## src/modbus_rtu_request_framer_defines.svh

```systemverilog
// Assertion macros for the Modbus RTU request framer.
// No dependencies; included by files that carry concurrent assertions.
`ifndef MODBUS_RTU_REQUEST_FRAMER_DEFINES_SVH
`define MODBUS_RTU_REQUEST_FRAMER_DEFINES_SVH

// Same-cycle implication, disabled during reset.
`define MRF_ASSERT_NOW(lbl, clk, rst, ante, cons, msg) \
   lbl: assert property (@(posedge clk) disable iff (rst) (ante) |-> (cons)) \
      else $error(msg);

// Next-cycle implication, disabled during reset.
`define MRF_ASSERT_NEXT(lbl, clk, rst, ante, cons, msg) \
   lbl: assert property (@(posedge clk) disable iff (rst) (ante) |=> (cons)) \
      else $error(msg);

`endif

```

## src/mrf_pkg.sv

```systemverilog
// Shared types, codes and tables for the Modbus RTU request framer.
// No dependencies; imported by every module of the block except mrf_crc_step.
`timescale 1ns / 1ps
`default_nettype none

package mrf_pkg;

   localparam int IDX_W = 3;

   localparam logic [15:0] CRC_INIT = 16'hFFFF;

   localparam logic [3:0] REQ_READ_COILS     = 4'd0;
   localparam logic [3:0] REQ_READ_DISCRETE  = 4'd1;
   localparam logic [3:0] REQ_READ_HOLDING   = 4'd2;
   localparam logic [3:0] REQ_READ_INPUT     = 4'd3;
   localparam logic [3:0] REQ_WRITE_COIL     = 4'd4;
   localparam logic [3:0] REQ_WRITE_REG      = 4'd5;
   localparam logic [3:0] REQ_WRITE_COILS    = 4'd6;
   localparam logic [3:0] REQ_WRITE_REGS     = 4'd7;
   localparam logic [3:0] REQ_PAYLOAD        = 4'd8;

   typedef struct packed {
      logic [3:0]  req_type;
      logic [7:0]  device_address;
      logic [15:0] start_address;
      logic [15:0] qty_or_value;
      logic [15:0] data_word;
   } req_word_type;

   typedef struct packed {
      logic [7:0] tx_byte;
      logic       frame_last;
      logic       error;
   } rsp_word_type;

   typedef struct packed {
      logic       awaiting;
      logic       is_registers;
      logic [7:0] remaining;
   } frame_state_type;

   // One output byte and what it does to the CRC and item sequencing.
   typedef struct packed {
      logic [7:0] tx_byte;
      logic       last;
      logic       err;
      logic       feed_crc;
      logic       restart_crc;
      logic       clear_crc;
      logic       done;
   } emit_type;

   function automatic logic [7:0] fn_code(input logic [2:0] t);
      logic [7:0] code;
      unique case (t)
         3'd0: code = 8'h01;
         3'd1: code = 8'h02;
         3'd2: code = 8'h03;
         3'd3: code = 8'h04;
         3'd4: code = 8'h05;
         3'd5: code = 8'h06;
         3'd6: code = 8'h0F;
         3'd7: code = 8'h10;
      endcase
      return code;
   endfunction

   function automatic logic [15:0] qty_limit(input logic [2:0] t);
      logic [15:0] lim;
      unique case (t)
         3'd0, 3'd1: lim = 16'd2000;
         3'd2, 3'd3: lim = 16'd125;
         3'd4, 3'd5: lim = 16'd0;
         3'd6:       lim = 16'd1968;
         3'd7:       lim = 16'd123;
      endcase
      return lim;
   endfunction

endpackage

`default_nettype wire

```

## src/modbus_rtu_request_framer.sv

```systemverilog
// Modbus RTU request framer top level: input register, byte sequencer, CRC, output register.
// The first byte of a word is loaded into the output register once the word is held in the input register.
// Throughput: one byte per cycle while the sink does not stall; a full header is 8 bytes, a multi-write header 7,
// a payload word 1 to 4, a rejected word 1; the byte index counter sets these figures.
// Reset: synchronous, clears the frame state and sets the CRC to all ones.
// Depends on mrf_pkg, mrf_crc_step, mrf_byte_gen, mrf_out_reg and the defines header.
`timescale 1ns / 1ps
`default_nettype none
`include "modbus_rtu_request_framer_defines.svh"

module modbus_rtu_request_framer (
   input  logic                  clock,
   input  logic                  reset,
   input  logic                  req_valid,
   output logic                  req_stall,
   input  mrf_pkg::req_word_type req_data,
   output logic                  rsp_valid,
   input  logic                  rsp_stall,
   output mrf_pkg::rsp_word_type rsp_data
);
   import mrf_pkg::*;

   logic             in_valid_ff, in_valid_in;
   req_word_type     in_data_ff;
   logic [IDX_W-1:0] idx_ff, idx_in;
   frame_state_type  st_ff, st_in, st_next;
   logic [15:0]      crc_ff, crc_in, crc_base, crc_fed;
   emit_type         emit;
   rsp_word_type     out_word;
   logic             out_ready, fire, req_take;

   mrf_byte_gen u_byte_gen (
      .item       (in_data_ff),
      .state_cur  (st_ff),
      .crc_cur    (crc_ff),
      .idx        (idx_ff),
      .emit       (emit),
      .state_next (st_next)
   );

   assign crc_base = emit.restart_crc ? CRC_INIT : crc_ff;

   mrf_crc_step u_crc_step (
      .crc_base  (crc_base),
      .data_byte (emit.tx_byte),
      .crc_next  (crc_fed)
   );

   assign out_word.tx_byte    = emit.tx_byte;
   assign out_word.frame_last = emit.last;
   assign out_word.error      = emit.err;

   mrf_out_reg u_out_reg (
      .clock     (clock),
      .reset     (reset),
      .load      (fire),
      .load_data (out_word),
      .rsp_stall (rsp_stall),
      .ready     (out_ready),
      .rsp_valid (rsp_valid),
      .rsp_data  (rsp_data)
   );

   // The next word enters in the same cycle as the final byte of the current one leaves.
   assign fire      = in_valid_ff && out_ready;
   assign req_stall = in_valid_ff && !(fire && emit.done);
   assign req_take  = req_valid && !req_stall;

   always_comb begin
      in_valid_in = in_valid_ff;
      idx_in      = idx_ff;
      st_in       = st_ff;
      crc_in      = crc_ff;
      if (fire) begin
         if (emit.done) begin
            in_valid_in = 1'b0;
            idx_in      = '0;
            st_in       = st_next;
         end else begin
            idx_in = idx_ff + {{(IDX_W-1){1'b0}}, 1'b1};
         end
         if (emit.clear_crc) begin
            crc_in = CRC_INIT;
         end else if (emit.feed_crc) begin
            crc_in = crc_fed;
         end
      end
      if (req_take) begin
         in_valid_in = 1'b1;
      end
   end

   always_ff @(posedge clock) begin
      if (reset) begin
         in_valid_ff <= 1'b0;
         idx_ff      <= '0;
         st_ff       <= '0;
         crc_ff      <= CRC_INIT;
      end else begin
         in_valid_ff <= in_valid_in;
         idx_ff      <= idx_in;
         st_ff       <= st_in;
         crc_ff      <= crc_in;
      end
   end

   always_ff @(posedge clock) begin
      if (req_take) begin
         in_data_ff <= req_data;
      end
   end

   `MRF_ASSERT_NOW(a_idx_needs_word, clock, reset, idx_ff != '0, in_valid_ff, "byte index advanced with no word held")
   `MRF_ASSERT_NOW(a_open_frame_count, clock, reset, 1'b1, st_ff.awaiting == (st_ff.remaining != 8'd0), "open frame flag disagrees with payload count")
   `MRF_ASSERT_NEXT(a_crc_cleared, clock, reset, fire && emit.clear_crc, crc_ff == CRC_INIT, "CRC not restored after frame end")

endmodule

`default_nettype wire

```

## src/mrf_crc_step.sv

```systemverilog
// One-byte update of the Modbus CRC-16 (reflected polynomial 0xA001).
// Depends on nothing outside itself.
`timescale 1ns / 1ps
`default_nettype none

module mrf_crc_step (
   input  logic [15:0] crc_base,
   input  logic [7:0]  data_byte,
   output logic [15:0] crc_next
);

   localparam logic [15:0] CRC_POLY = 16'hA001;

   logic [15:0] c;

   always_comb begin
      c = crc_base ^ {8'h00, data_byte};
      for (int k = 0; k < 8; k++) begin
         if (c[0]) begin
            c = (c >> 1) ^ CRC_POLY;
         end else begin
            c = c >> 1;
         end
      end
      crc_next = c;
   end

endmodule

`default_nettype wire

```

## src/mrf_byte_gen.sv

```systemverilog
// Decodes the held request word and selects the frame byte at the current index.
// Depends on mrf_pkg for the word types, request codes and function code tables.
`timescale 1ns / 1ps
`default_nettype none

module mrf_byte_gen (
   input  mrf_pkg::req_word_type      item,
   input  mrf_pkg::frame_state_type   state_cur,
   input  logic [15:0]                crc_cur,
   input  logic [mrf_pkg::IDX_W-1:0]  idx,
   output mrf_pkg::emit_type          emit,
   output mrf_pkg::frame_state_type   state_next
);
   import mrf_pkg::*;

   localparam logic [2:0] KIND_ERR_KEEP  = 3'd0;
   localparam logic [2:0] KIND_ERR_CLEAR = 3'd1;
   localparam logic [2:0] KIND_HDR_FULL  = 3'd2;
   localparam logic [2:0] KIND_HDR_MULTI = 3'd3;
   localparam logic [2:0] KIND_PAY_COIL  = 3'd4;
   localparam logic [2:0] KIND_PAY_REG   = 3'd5;

   logic [2:0]       kind;
   logic [16:0]      qty_sum;
   logic [7:0]       byte_cnt;
   logic             pay_last;
   logic             is_regs_hdr;
   logic [IDX_W-1:0] crc_idx;

   always_comb begin
      priority if (item.req_type == REQ_PAYLOAD) begin
         if (!state_cur.awaiting || state_cur.remaining == 8'd0) begin
            kind = KIND_ERR_KEEP;
         end else if (state_cur.is_registers) begin
            kind = KIND_PAY_REG;
         end else begin
            kind = KIND_PAY_COIL;
         end
      end else if (item.req_type > REQ_PAYLOAD) begin
         kind = KIND_ERR_KEEP;
      end else if (item.req_type != REQ_WRITE_COIL && item.req_type != REQ_WRITE_REG &&
                   (item.qty_or_value == 16'd0 ||
                    item.qty_or_value > qty_limit(item.req_type[2:0]))) begin
         kind = KIND_ERR_CLEAR;
      end else if (item.req_type < REQ_WRITE_COILS) begin
         kind = KIND_HDR_FULL;
      end else begin
         kind = KIND_HDR_MULTI;
      end
   end

   // Coil byte count is the quantity rounded up to whole bytes.
   assign qty_sum     = {1'b0, item.qty_or_value} + 17'd7;
   assign is_regs_hdr = (item.req_type == REQ_WRITE_REGS);
   assign byte_cnt    = is_regs_hdr ? {item.qty_or_value[6:0], 1'b0} : qty_sum[10:3];
   assign pay_last    = (state_cur.remaining == 8'd1);

   // Register words take two data bytes, coil bytes one; the CRC
   // follows only on the final payload word of the frame.
   assign crc_idx = (kind == KIND_PAY_REG) ? 3'd2 : 3'd1;

   always_comb begin
      emit       = '0;
      state_next = state_cur;
      unique case (kind)
         KIND_ERR_CLEAR: begin
            emit.last      = 1'b1;
            emit.err       = 1'b1;
            emit.clear_crc = 1'b1;
            emit.done      = 1'b1;
            state_next     = '0;
         end
         KIND_HDR_FULL, KIND_HDR_MULTI: begin
            // A header abandons any open frame, so its CRC starts over.
            emit.restart_crc = (idx == '0);
            emit.feed_crc    = 1'b1;
            unique case (idx)
               3'd0: emit.tx_byte = item.device_address;
               3'd1: emit.tx_byte = fn_code(item.req_type[2:0]);
               3'd2: emit.tx_byte = item.start_address[15:8];
               3'd3: emit.tx_byte = item.start_address[7:0];
               3'd4: emit.tx_byte = item.qty_or_value[15:8];
               3'd5: emit.tx_byte = item.qty_or_value[7:0];
               3'd6: begin
                  if (kind == KIND_HDR_FULL) begin
                     emit.tx_byte  = crc_cur[7:0];
                     emit.feed_crc = 1'b0;
                  end else begin
                     emit.tx_byte = byte_cnt;
                     emit.done    = 1'b1;
                  end
               end
               3'd7: begin
                  emit.tx_byte   = crc_cur[15:8];
                  emit.feed_crc  = 1'b0;
                  emit.last      = 1'b1;
                  emit.clear_crc = 1'b1;
                  emit.done      = 1'b1;
               end
            endcase
            if (kind == KIND_HDR_FULL) begin
               state_next = '0;
            end else begin
               state_next.awaiting     = 1'b1;
               state_next.is_registers = is_regs_hdr;
               state_next.remaining    = is_regs_hdr ? item.qty_or_value[7:0] : byte_cnt;
            end
         end
         KIND_PAY_COIL, KIND_PAY_REG: begin
            if (idx == 3'd0 && kind == KIND_PAY_REG) begin
               emit.tx_byte  = item.data_word[15:8];
               emit.feed_crc = 1'b1;
            end else if (idx < crc_idx) begin
               emit.tx_byte  = item.data_word[7:0];
               emit.feed_crc = 1'b1;
               emit.done     = !pay_last;
            end else if (idx == crc_idx) begin
               emit.tx_byte = crc_cur[7:0];
            end else begin
               emit.tx_byte   = crc_cur[15:8];
               emit.last      = 1'b1;
               emit.clear_crc = 1'b1;
               emit.done      = 1'b1;
            end
            state_next.remaining = state_cur.remaining - 8'd1;
            if (pay_last) begin
               state_next.awaiting     = 1'b0;
               state_next.is_registers = 1'b0;
            end
         end
         default: begin
            emit.last = 1'b1;
            emit.err  = 1'b1;
            emit.done = 1'b1;
         end
      endcase
   end

endmodule

`default_nettype wire

```

## src/mrf_out_reg.sv

```systemverilog
// Output register of the framer: holds one result word until the sink takes it.
// Depends on mrf_pkg for the result word type.
`timescale 1ns / 1ps
`default_nettype none

module mrf_out_reg (
   input  logic                  clock,
   input  logic                  reset,
   input  logic                  load,
   input  mrf_pkg::rsp_word_type load_data,
   input  logic                  rsp_stall,
   output logic                  ready,
   output logic                  rsp_valid,
   output mrf_pkg::rsp_word_type rsp_data
);
   import mrf_pkg::*;

   logic         valid_ff, valid_in;
   rsp_word_type data_ff;

   assign ready     = !valid_ff || !rsp_stall;
   assign valid_in  = ready ? load : valid_ff;
   assign rsp_valid = valid_ff;
   assign rsp_data  = data_ff;

   always_ff @(posedge clock) begin
      if (reset) begin
         valid_ff <= 1'b0;
      end else begin
         valid_ff <= valid_in;
      end
   end

   always_ff @(posedge clock) begin
      if (ready && load) begin
         data_ff <= load_data;
      end
   end

endmodule

`default_nettype wire
```

## config.mk

```make
export PLATFORM = sky130hd
export DESIGN_NAME = modbus_rtu_request_framer
export DESIGN_NICKNAME = d
export VERILOG_FILES = /design/src/mrf_pkg.sv /design/src/modbus_rtu_request_framer.sv /design/src/mrf_crc_step.sv /design/src/mrf_byte_gen.sv /design/src/mrf_out_reg.sv
export VERILOG_INCLUDE_DIRS = /design/src /design/src/src
export SDC_FILE = /design/constraint.sdc
export NUM_CORES = 1
export LEC_CHECK = 0
export BUFFER_PORTS_ARGS = -buffer_cell sky130_fd_sc_hd__buf_4
export CAP_MARGIN = 20
export CORE_MARGIN = 2
export CORE_UTILIZATION = 25
export DETAILED_ROUTE_END_ITERATION = 6
export SYNTH_ARGS = -nofsm -noshare
export SYNTH_HDL_FRONTEND = slang
export SYNTH_SLANG_ARGS = --single-unit
```

## constraint.sdc

```tcl
create_clock -name clock -period 8.85 [get_ports clock]
set_input_delay 1.3275 -clock clock [delete_from_list [all_inputs] [get_ports clock]]
set_output_delay 1.3275 -clock clock [all_outputs]
set_load 0.01 [all_outputs]
```

==> summary.txt <==
Outcome
  – Status: completed

STA
  – Sum Neg Setup Slack: 0 ns
  – Worst Max-Slew Pin Slew: 0.759 ns
  – Fin. max-slew vios: 0
  – Unrepaired setup endpoints after global routing: no
  – Fmax: 0.191 GHz
  – Final hold vios: 0
  – Final setup viols: 0
  – Clk_skew: between 0.01 and 0.015 ns
  – Post-layout min period: 5.22 ns
  – Period Utilization, post-route: 0.590
  – Max-slew headroom: 0.492

Setup path
  – Required time worst endpoint: 7.52 ns
  – CP cell instances: nand4bb_1, nor2_1, and2_2, nand2_1, ha_1, nand3b_1, mux2i_1, nor3_1, nor3_1, o21ai_1, inv_1, buf_4
  – Crit start category: register
  – Arrival time worst endpoint: 3.90 ns
  – Worst Setup End Kind: output port
  – Most frequent CP cell: nor3_1
  – Top delay family on crit path: simple AND/OR/NAND/NOR gates
  – Worst path bufs/invs: 2
  – CP max-delay cell: edfxtp_1
  – Critical path class: register to output port
  – Largest stage delay, worst path: ~0.5 ns
  – Critical path fanouts, max: 15

Pwr
  – Int Pwr: 1.16 mW
  – Combinational Power Share: 0.108
  – P_leak: 2.93 nW
  – Sw power: 0.353 mW
  – Clock power share: 0.482
  – Peak VDD IR: 0.131 mV
  – Pwr/cell area: 200 mW/mm²
  – Flop pwr share: 0.410
  – Sw Ratio: 0.232

Floorplanning
  – DIE HEIGHT: roughly 160 µm
  – Rows: 57
  – Starting density of the core: 0.253
  – Die width: 160 µm
  – I/O pin total: 76
  – Full die area: 0.0256 mm²
  – Core area: 0.0241 mm²

Route
  – Via count: ~4700
  – DR iter-0 viols: 441
  – Vias per cell: around 4.8
  – TritonRoute pass-1 iters: 5
  – WL per Instance: 17.4 µm
  – Drc violations: 0
  – Total wire length: 17.2 mm
  – ANT nets after route: 0

Clocking
  – Clock sink count: around 110
  – Post-CTS resize count: 0
  – CTS Buffer Depth: 2
  – Postcts setup bufs: 0
  – Root buffer cell: clkbuf_16
  – Worst-Skew Late Latency: roughly 0.42 ns
  – Clk pin slew, worst setup/hold paths: roughly 0.060 ns
  – H-Tree Depth: 4
  – CTS tree: yes
  – CTS hold repair buffers: 0
  – Total CTS buffers: 17

Worst hold path
  – Hold crit path type: register to register

Logic synthesis
  – Most common cell in the netlist: edfxtp_1
  – Synth area leaders: edfxtp_1 35%, dfxtp_1 14%, ha_1 5.1%
  – Synth top area share: 0.345
  – Netlist cell types: just under 80
  – Post-synthesis mux area share: 0.0399
  – Ys async rst share: 0
  – Simple-gate share of the synthesized area: 0.157
  – Synth Cell Area: between 0.006 and 0.007 mm²
  – Post-synthesis cell count: 586
  – Post-synth EDFFs: 70
  – Seq/Total Area, Yosys: 0.487
  – Compound-Gate Fraction of Synth Area: 0.174
  – Post-synth top cells: 70 x edfxtp_1, 69 x nor2_1, 44 x a21oi_1, 43 x dfxtp_1, 35 x nand2_1
  – Post-synthesis xor/xnor area fraction: 0.0543
  – Mapped Nets: approximately 680
  – Register bit count reported by yosys: 113
  – Largest family of logic cells by synthesized area: compound AO/OA/AOI/OAI gates
  – Syn_area_per_cell: 10.4 µm²
  – Synth warn: 0
  – Adder-Cell Fraction of Synth Area: 0.0514
  – Dominant synthesized flop cell: edfxtp_1
  – Leading area contributor after synthesis: edfxtp_1

Placement
  – Placed Instances: between 900 and 1000
  – HPWL after DPL: about 13 mm
  – RePlAce Congestion: 0.891
  – Port Buffers: between 70 and 80

Global route
  – Total track usage: 0.136
  – Vias in the first global route: 4672
  – Met3 GRT Util: 0.0361
  – Grt total ovfl: 0
  – M2 GR Usage: 0.203
  – Initial antenna violation count: 0
  – M1 GR Usage: 0.191
  – First-pass GRT wire length: 26.6 mm
  – Pin count of the biggest net entering global routing: 49
  – GRT busiest layer: met2

Final layout
  – ANT cells: 0
  – Layout cell share with drive strength beyond 1: 0.206
  – Final Non-Filler Cells: 989
  – Area grow syn2layout: 24.6%
  – Nets@finish: roughly 740

Run
  – Max Cap Viol: 0
-- routing by layer --
metal / vias to the layer above / share of wire
met5: - / 0
li1: 2297 / -
met2: 182 / 0.44
met1: 2240 / 0.49
met4: 0 / 0.013
met3: 18 / 0.057
-- worst min-delay path: stages, from the launching register on --
cell and delay, ns:
dfxtp_1 0.35, a21oi_1 0.05, nor2_1 0.07
-- cell type report --
cell class	instances	area (µm²)
Sequential cell	113	2960
Clock buffer	19	433
Clock inverter	12	190
Fill cell	2562	16500
Multi-Input combinational cell	417	2900
Tap cell	324	405
Inverter	25	93.8
Timing Repair Buffer	79	593
-- worst paths after layout --
kind | startpoint | end | slack (ns) | depth (start not counted)
setup reg to reg | in_data_ff[57]$_DFFE_PN_ | register | 3.76 | 16
hold reg to reg | in_valid_ff$_SDFFE_PP0P_ | u_out_reg.rsp_valid$_SDFFE_PP0N_ | 0.50 | 2
hold / removal | in_valid_ff$_SDFFE_PP0P_ | u_out_reg.rsp_valid$_SDFFE_PP0N_ | 0.50 | 2
setup / recovery | in_data_ff[57]$_DFFE_PN_ | req_stall | 3.63 | 12
-- power by group through the flow --
stage,Clock [mW],Combinational [mW],Sequential [mW]
2_1_floorplan,0,0.108,0.620
3_3_place_gp,0,0.162,0.632
3_5_place_dp,0,0.163,0.632
4_1_cts,0.743,0.164,0.622
5_1_grt,0.763,0.182,0.624
6_report,0.731,0.165,0.622
-- layout by cell type, fill, tap and decap left out, types with 8 or more instances in the layout --
cell,instances
clkbuf_16,17
nand2b_1,13
xor2_1,8
ha_1,25
a21oi_1,44
a22oi_1,10
edfxtp_1,70
nand2_1,35
o21ai_0,21
dfxtp_1,43
nor3_1,19
o22ai_1,11
buf_4,79
nor2_1,69
mux2i_1,15
inv_1,23
xnor2_1,18
-- metrics by stage --
stage | area [µm²] | power [mW] | setup slack [ns] | hold slack (ns) | util
4_1_cts | 7570 | 1.53 | 3.20 | 0.503 | 0.314
3_5_place_dp | 6950 | 0.795 | 3.36 | 0.489 | 0.288
2_1_floorplan | 6090 | 0.729 | 3.56 | 0.455 | -
3_3_place_gp | 6950 | 0.793 | 3.56 | 0.483 | 0.288
6_report | 7580 | 1.52 | 3.63 | 0.504 | 0.315
5_1_grt | 7580 | 1.57 | 3.25 | 0.525 | 0.315
-- kinds of logic after synthesis --
kind of cell | after synthesis
and+or+nand+nor | 187
AOI/OAI and AO/OA | 151
DFF | 113
buffers and inverters | 56
xor gates and xnor gates | 31
adders and majority gates | 25
muxes | 23
Note: power is estimated with default switching activity, not from simulation.
